`src/rtl/core/rlde_pkg.sv`:
```
// Shared types and constants of the run-length decimal encoder.
`default_nettype none
package rlde_pkg;

  localparam int COUNT_BITS = 16;

  // Decimal digits needed for the largest run count.
  function automatic int dec_digits(input int bits);
    logic [63:0] v;
    int n;
    begin
      v = (64'd1 << bits) - 64'd1;
      n = 0;
      for (int i = 0; i < 20; i++) begin
        if (v != 64'd0) begin
          v = v / 64'd10;
          n++;
        end
      end
      return n;
    end
  endfunction

  localparam int NDIG    = dec_digits(COUNT_BITS);
  localparam int BCD_W   = 4 * NDIG;
  localparam int NDIG_W  = $clog2(NDIG + 1);
  localparam int DIDX_W  = (NDIG > 1) ? $clog2(NDIG) : 1;
  localparam int POS_W   = $clog2(NDIG + 3);
  localparam int Q_DEPTH = 4;
  localparam int QPTR_W  = $clog2(Q_DEPTH);
  localparam int QCNT_W  = $clog2(Q_DEPTH + 1);
  localparam int TOT_W   = 16;

  localparam logic [7:0] ASCII_ZERO = 8'h30;

  // One finished run to be written out, with an optional single-byte run after it.
  typedef struct packed {
    logic [7:0]       run_byte;
    logic             multi;      // run longer than one: digits follow
    logic [BCD_W-1:0] run_bcd;
    logic             has_tail;
    logic [7:0]       tail_byte;
    logic             last;
  } cmd_t;

endpackage
`default_nettype wire

```
`src/rtl/core/rlde_front.sv`:
```
// Front end: run tracking in binary and BCD, issues flush commands.
`default_nettype none
module rlde_front (
  input  wire logic                 clk,
  input  wire logic                 rst,
  input  wire logic                 push,
  input  wire logic                 stall,
  input  wire logic [7:0]           in_byte,
  input  wire logic                 in_last,
  output logic                      enq,
  output rlde_pkg::cmd_t            cmd
);
  import rlde_pkg::*;

  localparam logic [COUNT_BITS-1:0] LEN_MAX = '1;
  localparam logic [BCD_W-1:0]      BCD_ONE = BCD_W'(1);
  localparam logic [COUNT_BITS-1:0] LEN_ONE = COUNT_BITS'(1);

  function automatic logic [BCD_W-1:0] bcd_inc(input logic [BCD_W-1:0] v);
    logic [BCD_W-1:0] r;
    logic             c;
    begin
      c = 1'b1;
      r = v;
      for (int i = 0; i < NDIG; i++) begin
        if (c) begin
          if (v[i*4 +: 4] == 4'd9) begin
            r[i*4 +: 4] = 4'd0;
          end else begin
            r[i*4 +: 4] = v[i*4 +: 4] + 4'd1;
            c = 1'b0;
          end
        end
      end
      return r;
    end
  endfunction

  logic [7:0]            run_byte, run_byte_next;
  logic [COUNT_BITS-1:0] run_length, run_length_next;
  logic [BCD_W-1:0]      run_bcd, run_bcd_next;
  logic                  run_open, run_open_next;
  logic                  accept;
  logic                  sat;
  logic [COUNT_BITS-1:0] len_inc;
  logic [BCD_W-1:0]      bcd_up;

  assign accept  = push & ~stall;
  assign sat     = (run_length == LEN_MAX);
  assign len_inc = sat ? run_length : run_length + LEN_ONE;
  assign bcd_up  = sat ? run_bcd : bcd_inc(run_bcd);

  always_comb begin
    run_byte_next   = run_byte;
    run_length_next = run_length;
    run_bcd_next    = run_bcd;
    run_open_next   = run_open;
    enq             = 1'b0;
    cmd.run_byte    = run_byte;
    cmd.multi       = (run_length != LEN_ONE);
    cmd.run_bcd     = run_bcd;
    cmd.has_tail    = 1'b0;
    cmd.tail_byte   = in_byte;
    cmd.last        = in_last;
    if (accept) begin
      priority if (!run_open) begin
        run_byte_next   = in_byte;
        run_length_next = LEN_ONE;
        run_bcd_next    = BCD_ONE;
        run_open_next   = 1'b1;
        enq             = in_last;
        cmd.run_byte    = in_byte;
        cmd.multi       = 1'b0;
        cmd.run_bcd     = BCD_ONE;
      end else if (in_byte == run_byte) begin
        run_length_next = len_inc;
        run_bcd_next    = bcd_up;
        enq             = in_last;
        cmd.multi       = (len_inc != LEN_ONE);
        cmd.run_bcd     = bcd_up;
      end else begin
        // previous run ends; a final new byte rides along as a one-byte run
        run_byte_next   = in_byte;
        run_length_next = LEN_ONE;
        run_bcd_next    = BCD_ONE;
        enq             = 1'b1;
        cmd.has_tail    = in_last;
      end
      if (in_last) begin
        run_byte_next   = '0;
        run_length_next = '0;
        run_bcd_next    = '0;
        run_open_next   = 1'b0;
      end
    end
  end

  always_ff @(posedge clk) begin
    if (rst) begin
      run_byte   <= '0;
      run_length <= '0;
      run_bcd    <= '0;
      run_open   <= 1'b0;
    end else begin
      run_byte   <= run_byte_next;
      run_length <= run_length_next;
      run_bcd    <= run_bcd_next;
      run_open   <= run_open_next;
    end
  end

endmodule
`default_nettype wire

```
`src/rtl/core/rlde_queue.sv`:
```
// Short command queue between front and back.
`default_nettype none
module rlde_queue (
  input  wire logic           clk,
  input  wire logic           rst,
  input  wire logic           enq,
  input  rlde_pkg::cmd_t      enq_cmd,
  input  wire logic           deq,
  output logic                full,
  output logic                empty,
  output rlde_pkg::cmd_t      head
);
  import rlde_pkg::*;

  cmd_t              mem [Q_DEPTH];
  logic [QPTR_W-1:0] wr_ptr, rd_ptr;
  logic [QCNT_W-1:0] count;
  logic              do_enq, do_deq;

  assign full   = (count == QCNT_W'(Q_DEPTH));
  assign empty  = (count == '0);
  assign do_enq = enq & ~full;
  assign do_deq = deq & ~empty;
  assign head   = mem[rd_ptr];

  always_ff @(posedge clk) begin
    if (do_enq) begin
      mem[wr_ptr] <= enq_cmd;
    end
  end

  always_ff @(posedge clk) begin
    if (rst) begin
      wr_ptr <= '0;
      rd_ptr <= '0;
      count  <= '0;
    end else begin
      if (do_enq) begin
        wr_ptr <= wr_ptr + QPTR_W'(1);
      end
      if (do_deq) begin
        rd_ptr <= rd_ptr + QPTR_W'(1);
      end
      unique case ({do_enq, do_deq})
        2'b10:   count <= count + QCNT_W'(1);
        2'b01:   count <= count - QCNT_W'(1);
        default: count <= count;
      endcase
    end
  end

endmodule
`default_nettype wire

```
`src/rtl/core/rlde_back.sv`:
```
// Back end: walks each command out as run byte, decimal digits and tail byte.
`default_nettype none
module rlde_back (
  input  wire logic           clk,
  input  wire logic           rst,
  input  wire logic           q_empty,
  input  rlde_pkg::cmd_t      head,
  output logic                deq,
  input  wire logic           pop,
  output logic [7:0]          out_byte,
  output logic                out_last,
  output logic [15:0]         compressed_length
);
  import rlde_pkg::*;

  localparam logic [TOT_W-1:0] TOT_MAX = '1;

  logic [POS_W-1:0]  pos;
  logic [NDIG_W-1:0] nd;
  logic [POS_W-1:0]  n_words;
  logic [POS_W-1:0]  didx_full;
  logic [DIDX_W-1:0] didx;
  logic [3:0]        digit;
  logic              take;
  logic              end_of_cmd;
  logic [TOT_W-1:0]  total;
  logic [TOT_W-1:0]  total_inc;

  // significant decimal digits of the run count
  always_comb begin
    nd = '0;
    for (int i = 0; i < NDIG; i++) begin
      if (head.run_bcd[i*4 +: 4] != 4'd0) begin
        nd = NDIG_W'(i + 1);
      end
    end
  end

  assign n_words = POS_W'(1) + (head.multi ? POS_W'(nd) : '0) + POS_W'(head.has_tail);
  assign didx_full = POS_W'(nd) - pos;
  assign didx = didx_full[DIDX_W-1:0];

  always_comb begin
    digit = '0;
    for (int i = 0; i < NDIG; i++) begin
      if (didx == DIDX_W'(i)) begin
        digit = head.run_bcd[i*4 +: 4];
      end
    end
  end

  always_comb begin
    priority if (pos == '0) begin
      out_byte = head.run_byte;
    end else if (head.multi && (pos <= POS_W'(nd))) begin
      out_byte = ASCII_ZERO | {4'd0, digit};
    end else begin
      out_byte = head.tail_byte;
    end
  end

  assign end_of_cmd = (pos == n_words - POS_W'(1));
  assign take       = pop & ~q_empty;
  assign deq        = take & end_of_cmd;
  assign out_last   = head.last & end_of_cmd;
  assign total_inc  = (total == TOT_MAX) ? total : total + TOT_W'(1);
  assign compressed_length = out_last ? total_inc : '0;

  always_ff @(posedge clk) begin
    if (rst) begin
      pos   <= '0;
      total <= '0;
    end else if (take) begin
      pos   <= end_of_cmd ? '0 : pos + POS_W'(1);
      total <= out_last ? '0 : total_inc;
    end
  end

endmodule
`default_nettype wire

```
`src/rtl/core/run_length_decimal_encoder.sv`:
```
// Run-length encoder with decimal counts: top level.
// Takes one message byte per cycle (in_last on the final byte) and, while pop
// is high and a command is queued, gives one compressed word per cycle: each
// run's byte, then its length as ASCII decimal digits, most significant first,
// when the run is longer than one. Counts saturate at 2^16-1. The final word
// carries out_last and the message's total word count in compressed_length
// (saturating at 65535). The front keeps the run count in binary and BCD side
// by side, so no division is needed; finished runs go through a four-entry
// command queue to the back, which emits one word per cycle on pop. Input is
// taken every cycle unless that queue is full.
`default_nettype none
module run_length_decimal_encoder (
  input  wire logic        clk,
  input  wire logic        rst,
  input  wire logic        push,
  output logic             full,
  input  wire logic [7:0]  in_byte,
  input  wire logic        in_last,
  output logic             empty,
  input  wire logic        pop,
  output logic [7:0]       out_byte,
  output logic             out_last,
  output logic [15:0]      compressed_length
);
  import rlde_pkg::*;

  logic enq;
  logic deq;
  cmd_t cmd;
  cmd_t head;

  rlde_front u_front (
    .clk     (clk),
    .rst     (rst),
    .push    (push),
    .stall   (full),
    .in_byte (in_byte),
    .in_last (in_last),
    .enq     (enq),
    .cmd     (cmd)
  );

  rlde_queue u_queue (
    .clk     (clk),
    .rst     (rst),
    .enq     (enq),
    .enq_cmd (cmd),
    .deq     (deq),
    .full    (full),
    .empty   (empty),
    .head    (head)
  );

  rlde_back u_back (
    .clk               (clk),
    .rst               (rst),
    .q_empty           (empty),
    .head              (head),
    .deq               (deq),
    .pop               (pop),
    .out_byte          (out_byte),
    .out_last          (out_last),
    .compressed_length (compressed_length)
  );

endmodule
`default_nettype wire
```
`config.mk`:
```
export PLATFORM = sky130hd
export DESIGN_NAME = run_length_decimal_encoder
export DESIGN_NICKNAME = d
export VERILOG_FILES = /design/src/rtl/core/rlde_pkg.sv /design/src/rtl/core/rlde_front.sv /design/src/rtl/core/rlde_queue.sv /design/src/rtl/core/rlde_back.sv /design/src/rtl/core/run_length_decimal_encoder.sv
export SDC_FILE = /design/constraint.sdc
export NUM_CORES = 1
export LEC_CHECK = 0
export ABC_CLOCK_PERIOD_IN_PS = 11600
export BUFFER_PORTS_ARGS = -buffer_cell sky130_fd_sc_hd__buf_2
export CAP_MARGIN = 10
export CORE_ASPECT_RATIO = 0.5
export CORE_MARGIN = 3
export CORE_UTILIZATION = 60
export CTS_CLUSTER_DIAMETER = 120
export DETAILED_ROUTE_END_ITERATION = 6
export GPL_TIMING_DRIVEN = 0
export PLACE_DENSITY = 0.77
export SLEW_MARGIN = 20
export SYNTH_ARGS = -nofsm -noshare
export SYNTH_HDL_FRONTEND = slang
export SYNTH_SLANG_ARGS = --single-unit
```
`constraint.sdc`:
```
create_clock -name clk -period 11.6 [get_ports clk]
set_clock_uncertainty 0.15 [all_clocks]
set_input_delay 2.32 -clock clk [delete_from_list [all_inputs] [get_ports clk]]
set_output_delay 2.32 -clock clk [all_outputs]
set_load 0.005 [all_outputs]
```
### Word level (Yosys, flattened, before mapping)

Memory sizes are Yosys's and may differ from the RTL's. A register that Yosys moved wholly into a read port is not among the register bits.
Cells that the tools add are included.
Widths: inputs -> output; s select.

| storage, ports and cells | value |
|---|---|
| bits in writable memories | 156 |
| word-level logic and storage cells | 124 |
| latch bits | 0 |
| memories | 1 |
| flip-flop bits (word level) | 71 |
| output and inout bits | 27 |
| bits in read-only memories | 0 |
| bits of input ports | 13 |

| operators by class | value |
|---|---|
| divide/modulo/power cells | 0 |
| $mul | 0 |
| magnitude comparators | 1 |
| bitwise logic cells | 8 |
| shifts and indexed selects | 0 |
| mux-type cells | 59 |
| eq/ne operators | 19 |
| reductions and logical operators | 11 |
| add/sub/neg operators | 16 |

Memories:

| name | words | bits a word | rd ports | clocked after memory_dff | wr ports | RTL line | RTL |
|---|---|---|---|---|---|---|---|
| u_queue.mem | 4 | 39 | 1 | 1 | 1 | rlde_queue.sv:15 | `cmd_t mem [Q_DEPTH];` |

Operators with widths:

| cell | count |
|---|---|
| $mux 16 | 7 |
| $mux 20 | 4 |
| $mux 4 | 14 |
| $mux 8 | 6 |
| $mux 21 | 2 |
| $add 16x1->16 const B | 2 |
| $eq 16x16->1 const B | 2 |
| $ne 16x1->1 const B | 2 |
| $mux 30 | 1 |
| $add 4x1->4 const B | 5 |
| $eq 4x4->1 const B | 5 |
| $reduce_bool 4->1 | 5 |
| $mux 3 | 6 |
| $mux 1 | 16 |
| $logic_not 3->1 | 3 |
| $eq 8x8->1 | 1 |
| $add 3x1->3 const B | 2 |
| $and 1x1->1 | 6 |
| $eq 3x2->1 const B | 2 |
| $eq 3x3->1 const B | 2 |
| $pmux 3 s2 | 1 |
| $sub 3x1->3 const B | 2 |
| $add 2x1->2 const B | 2 |
| $mux 2 | 2 |
| 13 further kinds | 14 |

### Longest topological paths before layout

Gate-level depths: netlist (run 1).

| logic depth | value |
|---|---|
| depth after elaboration | 15 |
| gate-level depth with buffers | 20 |
| gate-level depth less buffers | 17 |

### By module

From an unflattened synthesis (run 1), not the netlist that was laid out.

| second synthesis, totals | value |
|---|---|
| cells, all modules | 986 |
| area, all modules | 11499.8 µm² |

Modules (own cells, without submodules):

| module | sequential area each (µm²) | area an instance (µm²) | cells an instance | times used |
|---|---|---|---|---|
| rlde_queue | 4864.7 | 6090.8 | 257 | 1 |
| rlde_front | 900.9 | 3443.3 | 459 | 1 |
| rlde_back | 380.4 | 1965.6 | 270 | 1 |

### Worst setup path after synthesis (run 1)

Ideal clock, no wire load.

| path | value |
|---|---|
| path kind | flip-flop to output port |
| from | register (tool-made name) |
| to | output compressed_length[10] |
| required time | 9.130 ns |
| buffers on the path | 4 |
| stages on the path, launching flop included | 17 |
| data arrival time | 3.841 ns |
| path slack | 5.289 ns |
| cells stage by stage | dfxtp_1 > clkbuf_1 > clkbuf_1 > buf_1 > mux4_2 > nor4_1 > o21ai_1 > a21oi_1 > nor2b_1 > ha_1 > ha_1 > xor2_1 > nor2_1 > and3_1 > mux2i_2 > clkbuf_1 > nor2_1 |

RTL lines:

| element | RTL line | RTL |
|---|---|---|
| to (decl) | run_length_decimal_encoder.sv:23 | `output logic [15:0] compressed_length` |

==> impl_metrics.env, run 1 <==
export IMPL_peakVddDrop_mv=0.0890
export IMPL_port_buffer_count=38
export IMPL_core_mm2=0.0179
export IMPL_crit_path_cell_trace="clkbuf_1 > clkbuf_1 > buf_1 > mux4_2 > nor4_1 > o21ai_1 > a21oi_1 > nor2b_1 > ha_1 > ha_1 > xor2_1 > nor2_1 > and3_1 > mux2i_2 > clkbuf_1 > nor2_1 > buf_2"
export IMPL_rows=34
export IMPL_cts_root_buffer="clkbuf_16"
export IMPL_vias_per_cell=6.50
export IMPL_clock_sinks=229
export IMPL_synth_area_mm2=0.0112
export IMPL_yosysSeqAreaShare_pct=54.7
export IMPL_p_int_w=0.00136
export IMPL_path_class="flip-flop to primary output"
export IMPL_ios=40
export IMPL_detail_route_antenna_nets=0
export IMPL_hold_path_class="flip-flop to flip-flop"
export IMPL_crit_path_start_kind="flip-flop"
export IMPL_synth_ff_type="edfxtp_1"
export IMPL_chipWidth_um=199
export IMPL_switching_share_pct=24.1
export IMPL_p_leak_nw=4.13
export IMPL_start_util_pct=62.8
export IMPL_fin_nets=1105
export IMPL_required_ns=9.13
export IMPL_comb_power_share_pct=10.5
export IMPL_clk_pin_slew_ns=0.07
export IMPL_cts_tree="built"
export IMPL_synthArstFlopShare_pct=0
export IMPL_cts_setup_buffers=0
export IMPL_place_congestion=0.939
export IMPL_cp_end_kind="primary output"
export IMPL_syn_mean_instance_area_um2=11.2
export IMPL_clock_fmax_ghz=0.119
export IMPL_crit_slowest_cell="buf_1"
export IMPL_cts_hold_buf=0
export IMPL_synth_warnings=0
export IMPL_overflow=0
export IMPL_syn_nets=1040
export IMPL_synth_top_area_cell="edfxtp_1"
export IMPL_drive_above_1_share_pct=12.9
export IMPL_worstMarginPinSlew_ns=0.967
export IMPL_routedWlPerCell_um=21.4
export IMPL_drv_cap=0
export IMPL_diodes=0
export IMPL_slew_headroom_pct=35.3
export IMPL_p_switching_w=0.000433
export IMPL_first_iter_violations=961
export IMPL_area_growth_syn_to_layout_pct=11.3
export IMPL_ys_top_cells_by_area="edfxtp_1 42%, dfxtp_1 13%, mux4_2 7.6%, nor2_1 4.0%, a21oi_1 3.6%"
export IMPL_crit_fanout=10
export IMPL_routed_wl_mm=28.1
export IMPL_finalPower_w=0.00180
export IMPL_cp_slowest_stage_delay_ns=0.63
export IMPL_synth_cells=1000
export IMPL_cts_resized=0
export IMPL_insertion_delay_ns=0.51
export IMPL_grt_setup_unrepaired="no"
export IMPL_remaining_drc_errors=0
export IMPL_fin_crit_ns=8.41
export IMPL_yosysUniqueCellTypes=65
export IMPL_fillCellCount=1264
export IMPL_status="finished, final reports clean"
export IMPL_p_seq_share_pct=50.5
export IMPL_power_density_mw_per_mm2=144
export IMPL_antenna_found_initial=0
export IMPL_die_h_um=103
export IMPL_report_final_slew_viol_count=0
export IMPL_synth_top_area_share_pct=41.7
export IMPL_first_pass_iters=6
export IMPL_hpwl_mm=18.6
export IMPL_crit_arrival_ns=5.94
export IMPL_grt_pass1_wl_mm=44.1
export IMPL_grt_start_max_net_pins=27
export IMPL_synthTopCellsByCount="156 x edfxtp_1, 120 x nor2_1, 80 x a21oi_1, 77 x nand2_1, 73 x dfxtp_1"
export IMPL_crit_top_cell="clkbuf_1"
export IMPL_dieArea_mm2=0.0205
export IMPL_synth_edf_count=156
export IMPL_cts_made_buffers=21
export IMPL_hold_viol=0
export IMPL_final_setup_tns_ns=0
export IMPL_post_route_period_util_pct=72.5
export IMPL_vias=8529
export IMPL_track_usage_pct=28.0
export IMPL_synth_most_common_cell="edfxtp_1"
export IMPL_ys_seq_elements=229
export IMPL_htree_num_levels=1
export IMPL_grt_pass1_vias=7992
export IMPL_setup_viol=0
export IMPL_clock_path_buffers=3
export IMPL_clkPwrFrac_pct=39.1
-- critical path: cells and delay by family, from the launching register on --
kind,cells,cell delay (ns)
flip-flops,1,0.37
AND/OR/NAND/NOR,5,0.85
buffers and inverters,5,2.33
AO/OA/AOI/OAI,2,0.34
XOR/XNOR,1,0.15
adder cells (fa/ha/maj),2,0.46
multiplexers,2,0.90
-- flip-flops by register name (all words and copies together), names as in the netlist, named ones only --
register	cells
u_queue.rd_ptr	2
u_back.total	16
u_queue.mem	156
u_queue.wr_ptr	2
u_front.run_byte	8
u_queue.count	3
u_front.run_bcd	20
u_back.pos	3
u_front.run_length	16
u_front.run_open	1
-- path summary, 6_finish.rpt --
check                 startpoint                    to  slack [ns]  cells past startpoint
min          u_front.run_bcd[19]   u_front.run_bcd[19]        0.34                      2
max reg2reg            flip-flop      u_queue.count[2]        5.22                     20
max                    flip-flop  compressed_length[0]        3.19                     17
min reg2reg  u_front.run_bcd[19]   u_front.run_bcd[19]        0.34                      2
-- final cells by class --
| type | count | area, um^2 | share of cell area, % |
|---|---|---|---|
| repair buffers | 42 | 270 | 2.16 |
| flip-flops and latches | 229 | 6150 | 49.2 |
| clock buffers | 30 | 589 | 4.71 |
| well taps | 234 | 293 | 2.34 |
| multi-input cells | 690 | 4790 | 38.3 |
| clock inverters | 7 | 93.8 | 0.751 |
| plain buffers | 56 | 226 | 1.81 |
| inverters | 25 | 93.8 | 0.751 |
-- layout by cell type, fill, tap and decap left out, drive strengths merged, types with 4 or more instances in the layout --
master	count
a21oi	80
a22o	8
a22oi	16
a31oi	14
and2	10
and3	12
and4	8
buf	48
clkbuf	80
clkinv	4
dfxtp	73
edfxtp	156
ha	25
inv	25
mux2	8
mux2i	14
mux4	38
nand2	77
nand2b	8
nand3	31
nand3b	8
nand4	8
nor2	121
nor2b	5
nor3	26
nor4	13
o21ai	54
o22ai	8
o41ai	4
or3	13
or4	5
xnor2	16
xor2	23
-- metal layers --
layer / vias to the layer above / share of wire, % / track usage [%] / wire [um]
met5: - / 0 / 0 / 0
met4: 0 / 2.3 / 7.61 / 641
met3: 66 / 9.4 / 5.42 / 2650
met2: 449 / 46 / 45.9 / 13100
met1: 4125 / 42 / 39.3 / 11800
li1: 3889 / - / - / -
-- power by group through the flow --
stage / logic (W) / registers (W) / clock network [W]
2_1_floorplan: 0.000121 / 0.000920 / 0
3_5_place_dp: 0.000182 / 0.000923 / 0
4_1_cts: 0.000185 / 0.000906 / 0.000706
3_3_place_gp: 0.000173 / 0.000922 / 0
5_1_grt: 0.000203 / 0.000907 / 0.000744
6_report: 0.000188 / 0.000906 / 0.000702
-- cell families after synthesis --
logic type,after synthesis,share of synthesized area [%]
buffers and inverters,81,2.85
adder cells (fa/ha/maj),27,3.14
multiplexers,60,9.71
flip-flops,229,54.7
XOR/XNOR,39,3.04
AO/OA/AOI/OAI,213,11.5
AND/OR/NAND/NOR,351,15.0
-- stage by stage --
step           hold slack (ns)  area (um^2)  setup WS, ns  utilization, %  cells
2_1_floorplan            0.301        11200          5.29               -   1000
3_3_place_gp             0.324        11700          3.94            65.5   1272
3_5_place_dp             0.328        11800          3.83            66.1   1276
4_1_cts                  0.340        12500          3.27            70.0   1313
5_1_grt                  0.383        12500          2.76            70.0   1313
6_report                 0.343        12500          3.19            70.0   1313
Power figures use the tool's default switching activity.
==> inputs of run 2 (changes only) <==
--- a/config.mk
+++ b/config.mk
@@ -5,16 +5,17 @@
 export SDC_FILE = /design/constraint.sdc
 export NUM_CORES = 1
 export LEC_CHECK = 0
-export ABC_CLOCK_PERIOD_IN_PS = 11600
+export ABC_AREA = 1
+export ABC_CLOCK_PERIOD_IN_PS = 7600
 export BUFFER_PORTS_ARGS = -buffer_cell sky130_fd_sc_hd__buf_2
 export CAP_MARGIN = 10
 export CORE_ASPECT_RATIO = 0.5
 export CORE_MARGIN = 3
-export CORE_UTILIZATION = 60
+export CORE_UTILIZATION = 56
 export CTS_CLUSTER_DIAMETER = 120
 export DETAILED_ROUTE_END_ITERATION = 6
 export GPL_TIMING_DRIVEN = 0
-export PLACE_DENSITY = 0.77
+export PLACE_DENSITY = 0.75
 export SLEW_MARGIN = 20
 export SYNTH_ARGS = -nofsm -noshare
 export SYNTH_HDL_FRONTEND = slang
==> constraint.sdc (replaced) <==
create_clock -name clk -period 7.6 [get_ports clk]
set_clock_uncertainty 0.15 [all_clocks]
set_input_delay 1.52 -clock clk [delete_from_list [all_inputs] [get_ports clk]]
set_output_delay 1.52 -clock clk [all_outputs]
set_load 0.005 [all_outputs]
==> run 2 against run 1 <==
Net effect:
- the run now ends with design-rule violations left
- cell area increased by 4.0%
- sequential share of layout area decreased by 1.9 points
- global-route usage decreased by 0.88 points
- synthesized area increased by 3.7%
- non-clock buffer count increased by 1
- critical path depth increased by 3
- core utilization decreased by 4.7 points
- count of clock-buffer cells in the layout decreased by 4
- worst hold slack got worse by 0.017 ns
- clock power increased by 52%
==> impl_metrics.env, run 2 <==
export IMPL_status="finished, violations left"
export IMPL_hold_path_class="flip-flop to flip-flop"
export IMPL_largest_reg_flops=156
export IMPL_switching_share_pct=24.7
export IMPL_cts_made_buffers=21
export IMPL_synthXorXnorAreaFrac_pct=2.03
export IMPL_synthTopCellsByCount="302 x nand2_1, 184 x nor2_1, 156 x edfxtp_1, 125 x o21ai_0, 107 x inv_1"
export IMPL_holdWs_ns=0.326
export IMPL_track_usage_pct=27.1
export IMPL_antenna_found_initial=1
export IMPL_required_ns=5.93
export IMPL_synthAdderAreaFrac_pct=3.03
export IMPL_clock_sinks=229
export IMPL_cts_setup_buffers=0
export IMPL_cts_resized=0
export IMPL_place_congestion=0.912
export IMPL_reg2reg_slack_ns=2.62
export IMPL_synth_compound_area_share_pct=14.0
export IMPL_most_common_layout_cells="302 x nand2_1, 180 x nor2_1, 156 x edfxtp_1"
export IMPL_drv_cap=0
export IMPL_comb_power_share_pct=10.4
export IMPL_synth_ff_type="edfxtp_1"
export IMPL_yosysUniqueCellTypes=46
export IMPL_fin_crit_ns=6.56
export IMPL_start_util_pct=58.5
export IMPL_grt_setup_unrepaired="no"
export IMPL_p_int_w=0.00206
export IMPL_overflow=0
export IMPL_hold_viol=0
export IMPL_ios=40
export IMPL_clkPwrFrac_pct=39.3
export IMPL_hpwl_mm=20.9
export IMPL_grt_start_max_net_pins=22
export IMPL_mostFrequentLayoutCell="nand2_1"
export IMPL_drive_above_1_share_pct=9.35
export IMPL_yosysSeqAreaShare_pct=52.8
export IMPL_synth_top_area_cell="edfxtp_1"
export IMPL_crit_arrival_ns=4.89
export IMPL_chipWidth_um=210
export IMPL_worstMarginPinSlew_ns=0.927
export IMPL_p_seq_share_pct=50.4
export IMPL_synth_simple_gate_area_share_pct=21.5
export IMPL_cts_tree="built"
export IMPL_routedWlPerCell_um=17.8
export IMPL_dieArea_mm2=0.0227
export IMPL_setup_viol=0
export IMPL_detail_route_antenna_nets=0
export IMPL_report_final_slew_viol_count=0
export IMPL_power_density_mw_per_mm2=210
export IMPL_remaining_drc_errors=4
export IMPL_synth_most_common_cell="nand2_1"
export IMPL_synthArstFlopShare_pct=0
export IMPL_post_route_period_util_pct=86.3
export IMPL_routed_wl_mm=30.4
export IMPL_first_pass_iters=7
export IMPL_clk_pin_slew_ns=0.07
export IMPL_failed_checks="design-rule violations"
export IMPL_insertion_delay_ns=0.50
export IMPL_port_buffer_count=38
export IMPL_p_switching_w=0.000675
export IMPL_first_iter_violations=1199
export IMPL_core_mm2=0.0199
export IMPL_synth_cells=1364
export IMPL_peakVddDrop_mv=0.106
export IMPL_htree_num_levels=1
export IMPL_slew_headroom_pct=38.0
export IMPL_grt_pass1_vias=9423
export IMPL_synth_edf_count=156
export IMPL_ys_seq_elements=229
export IMPL_clock_path_buffers=3
export IMPL_synth_area_mm2=0.0116
export IMPL_grt_pass1_wl_mm=48.8
export IMPL_rows=36
export IMPL_crit_fanout=10
export IMPL_fillCellCount=1602
export IMPL_cts_hold_buf=0
export IMPL_p_leak_nw=4.96
export IMPL_fin_nets=1470
export IMPL_path_class="flip-flop to primary output"
export IMPL_syn_mean_instance_area_um2=8.53
export IMPL_largestRegisters="u_queue.mem (156), u_front.run_bcd (20)"
export IMPL_fin_util_pct=65.3
export IMPL_largest_register="u_queue.mem"
export IMPL_synth_warnings=0
export IMPL_die_h_um=108
export IMPL_synth_top_family_by_area="simple AND/OR/NAND/NOR gates"
export IMPL_cp_end_kind="primary output"
export IMPL_synth_top_area_share_pct=40.2
export IMPL_clock_fmax_ghz=0.153
export IMPL_cts_root_buffer="clkbuf_16"
export IMPL_syn_nets=1404
export IMPL_synth_area_mux_share_pct=0.473
export IMPL_final_setup_tns_ns=0
export IMPL_vias_per_cell=5.78
export IMPL_crit_path_start_kind="flip-flop"
export IMPL_vias=9887
export IMPL_area_growth_syn_to_layout_pct=11.7
export IMPL_ys_top_cells_by_area="edfxtp_1 40%, dfxtp_1 13%, nand2_1 9.7%, nor2_1 5.9%, o21ai_0 5.4%"
[run 2: cell count changes after synthesis, sizes merged, moves of 20 or more]
cell	previous run	this run
inv	25	115
a21oi	80	105
nor2	121	193
o21ai	54	138
buf	6	26
nand2	77	305
nand3	31	64
mux4	38	0
clkbuf	50	30
[run 2: final timing paths]
check / start / end / cells past startpoint
setup / recovery: flip-flop / out_byte[0] / 20
hold / removal: u_back.total[11] / u_back.total[11] / 2
setup reg to reg: flip-flop / u_queue.count[2] / 24
hold reg to reg: u_back.total[11] / u_back.total[11] / 2
[run 2: per-layer routing]
layer / track usage, % / up-vias / wire length [um]
met1: 38.0 / 4603 / 13100
li1: - / 4758 / -
met5: 0 / - / 0
met4: 7.78 / 0 / 629
met3: 4.00 / 60 / 2870
met2: 44.7 / 466 / 13900
[run 2: cells by family after synthesis]
logic type,Yosys count
AOI/OAI and AO/OA,298
xor gates and xnor gates,27
adders and majority gates,27
buffers and inverters,173
DFF,229
muxes,5
and+or+nand+nor,605
[run 2: layout make-up]
cell class / instances / area, um^2 / share of cell area [%]
Timing Repair Buffer: 43 / 305 / 2.35
Sequential cell: 229 / 6150 / 47.3
Multi-Input combinational cell: 962 / 4800 / 37.0
Antenna cell: 1 / 2.50 / 0.0192
Clock buffer: 26 / 576 / 4.43
Tap cell: 266 / 333 / 2.56
Inverter: 117 / 439 / 3.38
Clock inverter: 11 / 113 / 0.866
Buffer: 56 / 282 / 2.17
[run 2: critical path, stage by stage, from the launching register on]
cell and delay, ns:
dfxtp_1 0.31, buf_4 0.16, inv_2 0.16, buf_6 0.18
clkbuf_1 0.51, o21ai_0 0.19, o22a_1 0.24, nand4_1 0.08
nand2_1 0.06, nand2_1 0.07, a21boi_0 0.11, ha_1 0.36
inv_1 0.09, a21boi_0 0.16, o21ai_0 0.09, a21oi_1 0.50
inv_2 0.26, a21oi_1 0.19, o21ai_0 0.22, a21oi_1 0.27
buf_2 0.16
[run 2: stage by stage]
step / worst slack [ns] / cell area (um^2) / power (W) / std cells
detailed placement: 1.78 / 12300 / 0.00168 / 1673
CTS: 1.23 / 13000 / 0.00272 / 1710
floorplan: 3.03 / 11600 / 0.00157 / 1364
global placement: 1.11 / 12200 / 0.00166 / 1668
finish: 1.04 / 13000 / 0.00273 / 1711
global route: 0.876 / 13000 / 0.00282 / 1711
[run 2: power groups by stage]
stage / clock network, W / registers [W] / logic [W]
6_report: 0.00107 / 0.00138 / 0.000283
5_1_grt: 0.00113 / 0.00138 / 0.000310
4_1_cts: 0.00107 / 0.00138 / 0.000278
3_5_place_dp: 0 / 0.00140 / 0.000276
3_3_place_gp: 0 / 0.00140 / 0.000260
2_1_floorplan: 0 / 0.00140 / 0.000174
==> inputs of run 3 (changes only) <==
--- a/config.mk
+++ b/config.mk
@@ -11,11 +11,11 @@
 export CAP_MARGIN = 10
 export CORE_ASPECT_RATIO = 0.5
 export CORE_MARGIN = 3
-export CORE_UTILIZATION = 56
+export CORE_UTILIZATION = 46
 export CTS_CLUSTER_DIAMETER = 120
 export DETAILED_ROUTE_END_ITERATION = 6
 export GPL_TIMING_DRIVEN = 0
-export PLACE_DENSITY = 0.75
+export PLACE_DENSITY = 0.63
 export SLEW_MARGIN = 20
 export SYNTH_ARGS = -nofsm -noshare
 export SYNTH_HDL_FRONTEND = slang
==> run 3 against run 2 <==
Net effect:
- the flow now finishes without violations
- wire length increased by 2.3%
- worst hold slack got worse by 0.0081 ns
- core utilization decreased by 12 points
- sequential share of layout area decreased by 0.50 points
- sequential power about the same
- cell count increased by 4.1%
- critical path type unchanged
- critical endpoint unchanged
- largest power group unchanged
- highest routed layer unchanged
==> impl_metrics.env, run 3 (same netlist as run 2, synthesis figures left out) <==
export IMPL_grt_setup_unrepaired="no"
export IMPL_critPathBufInv=7
export IMPL_insertion_delay_ns=0.51
export IMPL_finalPower_w=0.00284
export IMPL_crit_slowest_cell="clkbuf_1"
export IMPL_largest_reg_flops=156
export IMPL_diodes=0
export IMPL_r2r_end="u_queue.count[2]"
export IMPL_grt_pass1_vias=8983
export IMPL_grt_pass1_wl_mm=48.5
export IMPL_drive_above_1_share_pct=9.47
export IMPL_hold_path_class="flip-flop to flip-flop"
export IMPL_multi_input_area_mm2=0.00480
export IMPL_routedWlPerCell_um=17.5
export IMPL_worstMarginPinSlew_ns=0.836
export IMPL_crit_arrival_ns=4.75
export IMPL_fin_nets=1470
export IMPL_rows=40
export IMPL_cts_tree="built"
export IMPL_area_growth_syn_to_layout_pct=12.9
export IMPL_setup_viol=0
export IMPL_critPathCapture="out_byte[0]"
export IMPL_cts_resized=0
export IMPL_first_pass_iters=6
export IMPL_cts_hold_buf=0
export IMPL_overflow=0
export IMPL_largestRegisters="u_queue.mem (156), u_front.run_bcd (20)"
export IMPL_most_common_layout_cells="302 x nand2_1, 180 x nor2_1, 156 x edfxtp_1"
export IMPL_required_ns=5.93
export IMPL_clock_sinks=229
export IMPL_vias=9851
export IMPL_dieArea_mm2=0.0274
export IMPL_start_util_pct=47.7
export IMPL_cts_setup_buffers=0
export IMPL_grt_start_max_net_pins=22
export IMPL_critical_path_depth=20
export IMPL_port_buffer_count=38
export IMPL_clock_fmax_ghz=0.156
export IMPL_crit_path_start_kind="flip-flop"
export IMPL_power_density_mw_per_mm2=216
export IMPL_cts_made_buffers=22
export IMPL_peakVddDrop_mv=0.147
export IMPL_slew_headroom_pct=44.3
export IMPL_vias_per_cell=5.53
export IMPL_clk_pin_slew_ns=0.07
export IMPL_report_final_slew_viol_count=0
export IMPL_ff2ff_path_depth=24
export IMPL_path_class="flip-flop to primary output"
export IMPL_cp_end_kind="primary output"
export IMPL_core_mm2=0.0244
export IMPL_place_congestion=0.901
export IMPL_p_leak_nw=4.98
export IMPL_crit_fanout=10
export IMPL_cts_root_buffer="clkbuf_16"
export IMPL_fillCellCount=2232
export IMPL_seqCellArea_mm2=0.00615
export IMPL_htree_num_levels=1
export IMPL_chipWidth_um=231
export IMPL_hpwl_mm=21.4
export IMPL_final_setup_tns_ns=0
export IMPL_clock_path_buffers=3
export IMPL_remaining_drc_errors=0
export IMPL_first_iter_violations=1072
export IMPL_post_route_period_util_pct=84.5
export IMPL_die_h_um=118
export IMPL_routed_wl_mm=31.1
export IMPL_mostFrequentLayoutCell="nand2_1"
export IMPL_reg2reg_slack_ns=2.86
export IMPL_cp_top_family="compound AO/OA/AOI/OAI gates"
export IMPL_largest_register="u_queue.mem"
export IMPL_track_usage_pct=22.3
export IMPL_crit_path_cell_trace="buf_4 > inv_2 > buf_6 > clkbuf_1 > o21ai_0 > o22a_1 > nand4_1 > nand2_1 > nand2_1 > a21boi_0 > ha_1 > inv_1 > a21boi_0 > o21ai_0 > a21oi_1 > inv_2 > a21oi_1 > o21ai_0 > a21oi_1 > buf_2"
export IMPL_hold_viol=0
export IMPL_fin_crit_ns=6.42
export IMPL_cp_slowest_stage_delay_ns=0.48
export IMPL_antenna_found_initial=0
export IMPL_ios=40
export IMPL_detail_route_antenna_nets=0
export IMPL_drv_cap=0
export IMPL_status="finished, final reports clean"
## run 3: worst reg2reg max path, stage by stage (launching register included)
cell,delay (ns)
dfxtp_1,0.30
buf_4,0.16
inv_2,0.16
buf_6,0.18
clkbuf_1,0.49
o21ai_0,0.19
o22a_1,0.23
nand4_1,0.10
nand2_1,0.06
nand2_1,0.07
a21boi_0,0.12
nor2_1,0.12
ha_1,0.16
ha_1,0.24
xor2_1,0.14
nor2_1,0.33
nand3_1,0.19
inv_1,0.14
ha_1,0.15
inv_1,0.07
fa_1,0.39
a21oi_1,0.14
o21ai_0,0.11
o21ai_0,0.15
a21oi_1,0.06
## run 3: worst min-delay path by stage
stage | from | end | slack [ns] | cells after the start
after floorplan | u_back.total[11] | u_back.total[11] | 0.30 | 2
after global placement | u_back.total[11] | u_back.total[11] | 0.31 | 2
after detailed placement | u_back.total[11] | u_back.total[11] | 0.31 | 2
after CTS | u_back.total[11] | u_back.total[11] | 0.32 | 2
after global routing | u_back.total[11] | u_back.total[11] | 0.34 | 2
final | u_back.total[11] | u_back.total[11] | 0.32 | 2
## run 3: per-stage QoR
step	cells	hold WS (ns)	utilization, %	setup slack, ns	cell area, um^2
CTS	1782	0.322	53.8	1.25	13100
detailed placement	1742	0.312	50.6	1.84	12400
global placement	1738	0.307	50.2	0.990	12300
finish	1782	0.318	53.8	1.18	13100
floorplan	1364	0.295	-	3.03	11600
global route	1782	0.344	53.8	0.896	13100
## run 3: where the power goes
part           total, W  switching [W]  internal, W
clock           0.00118       0.000484     0.000701
sequential      0.00138      0.0000150      0.00136
combinational  0.000281       0.000197    0.0000844
## run 3: routing by layer
metal  track usage [%]  up-vias  part of all wire [%]
li1                  -     4754                     -
met1              32.5     4727                    47
met2              34.9      326                    44
met3              3.81       44                   7.2
met4              5.22        0                   1.9
met5                 0        -                     0
## run 3: layout make-up
type / instances / share of cell area, %
Sequential cell: 229 / 46.8
Multi-Input combinational cell: 962 / 36.6
Clock buffer: 27 / 4.57
Inverter: 117 / 3.34
Tap cell: 336 / 3.20
Buffer: 56 / 2.14
Timing Repair Buffer: 42 / 2.06
Clock inverter: 13 / 1.33
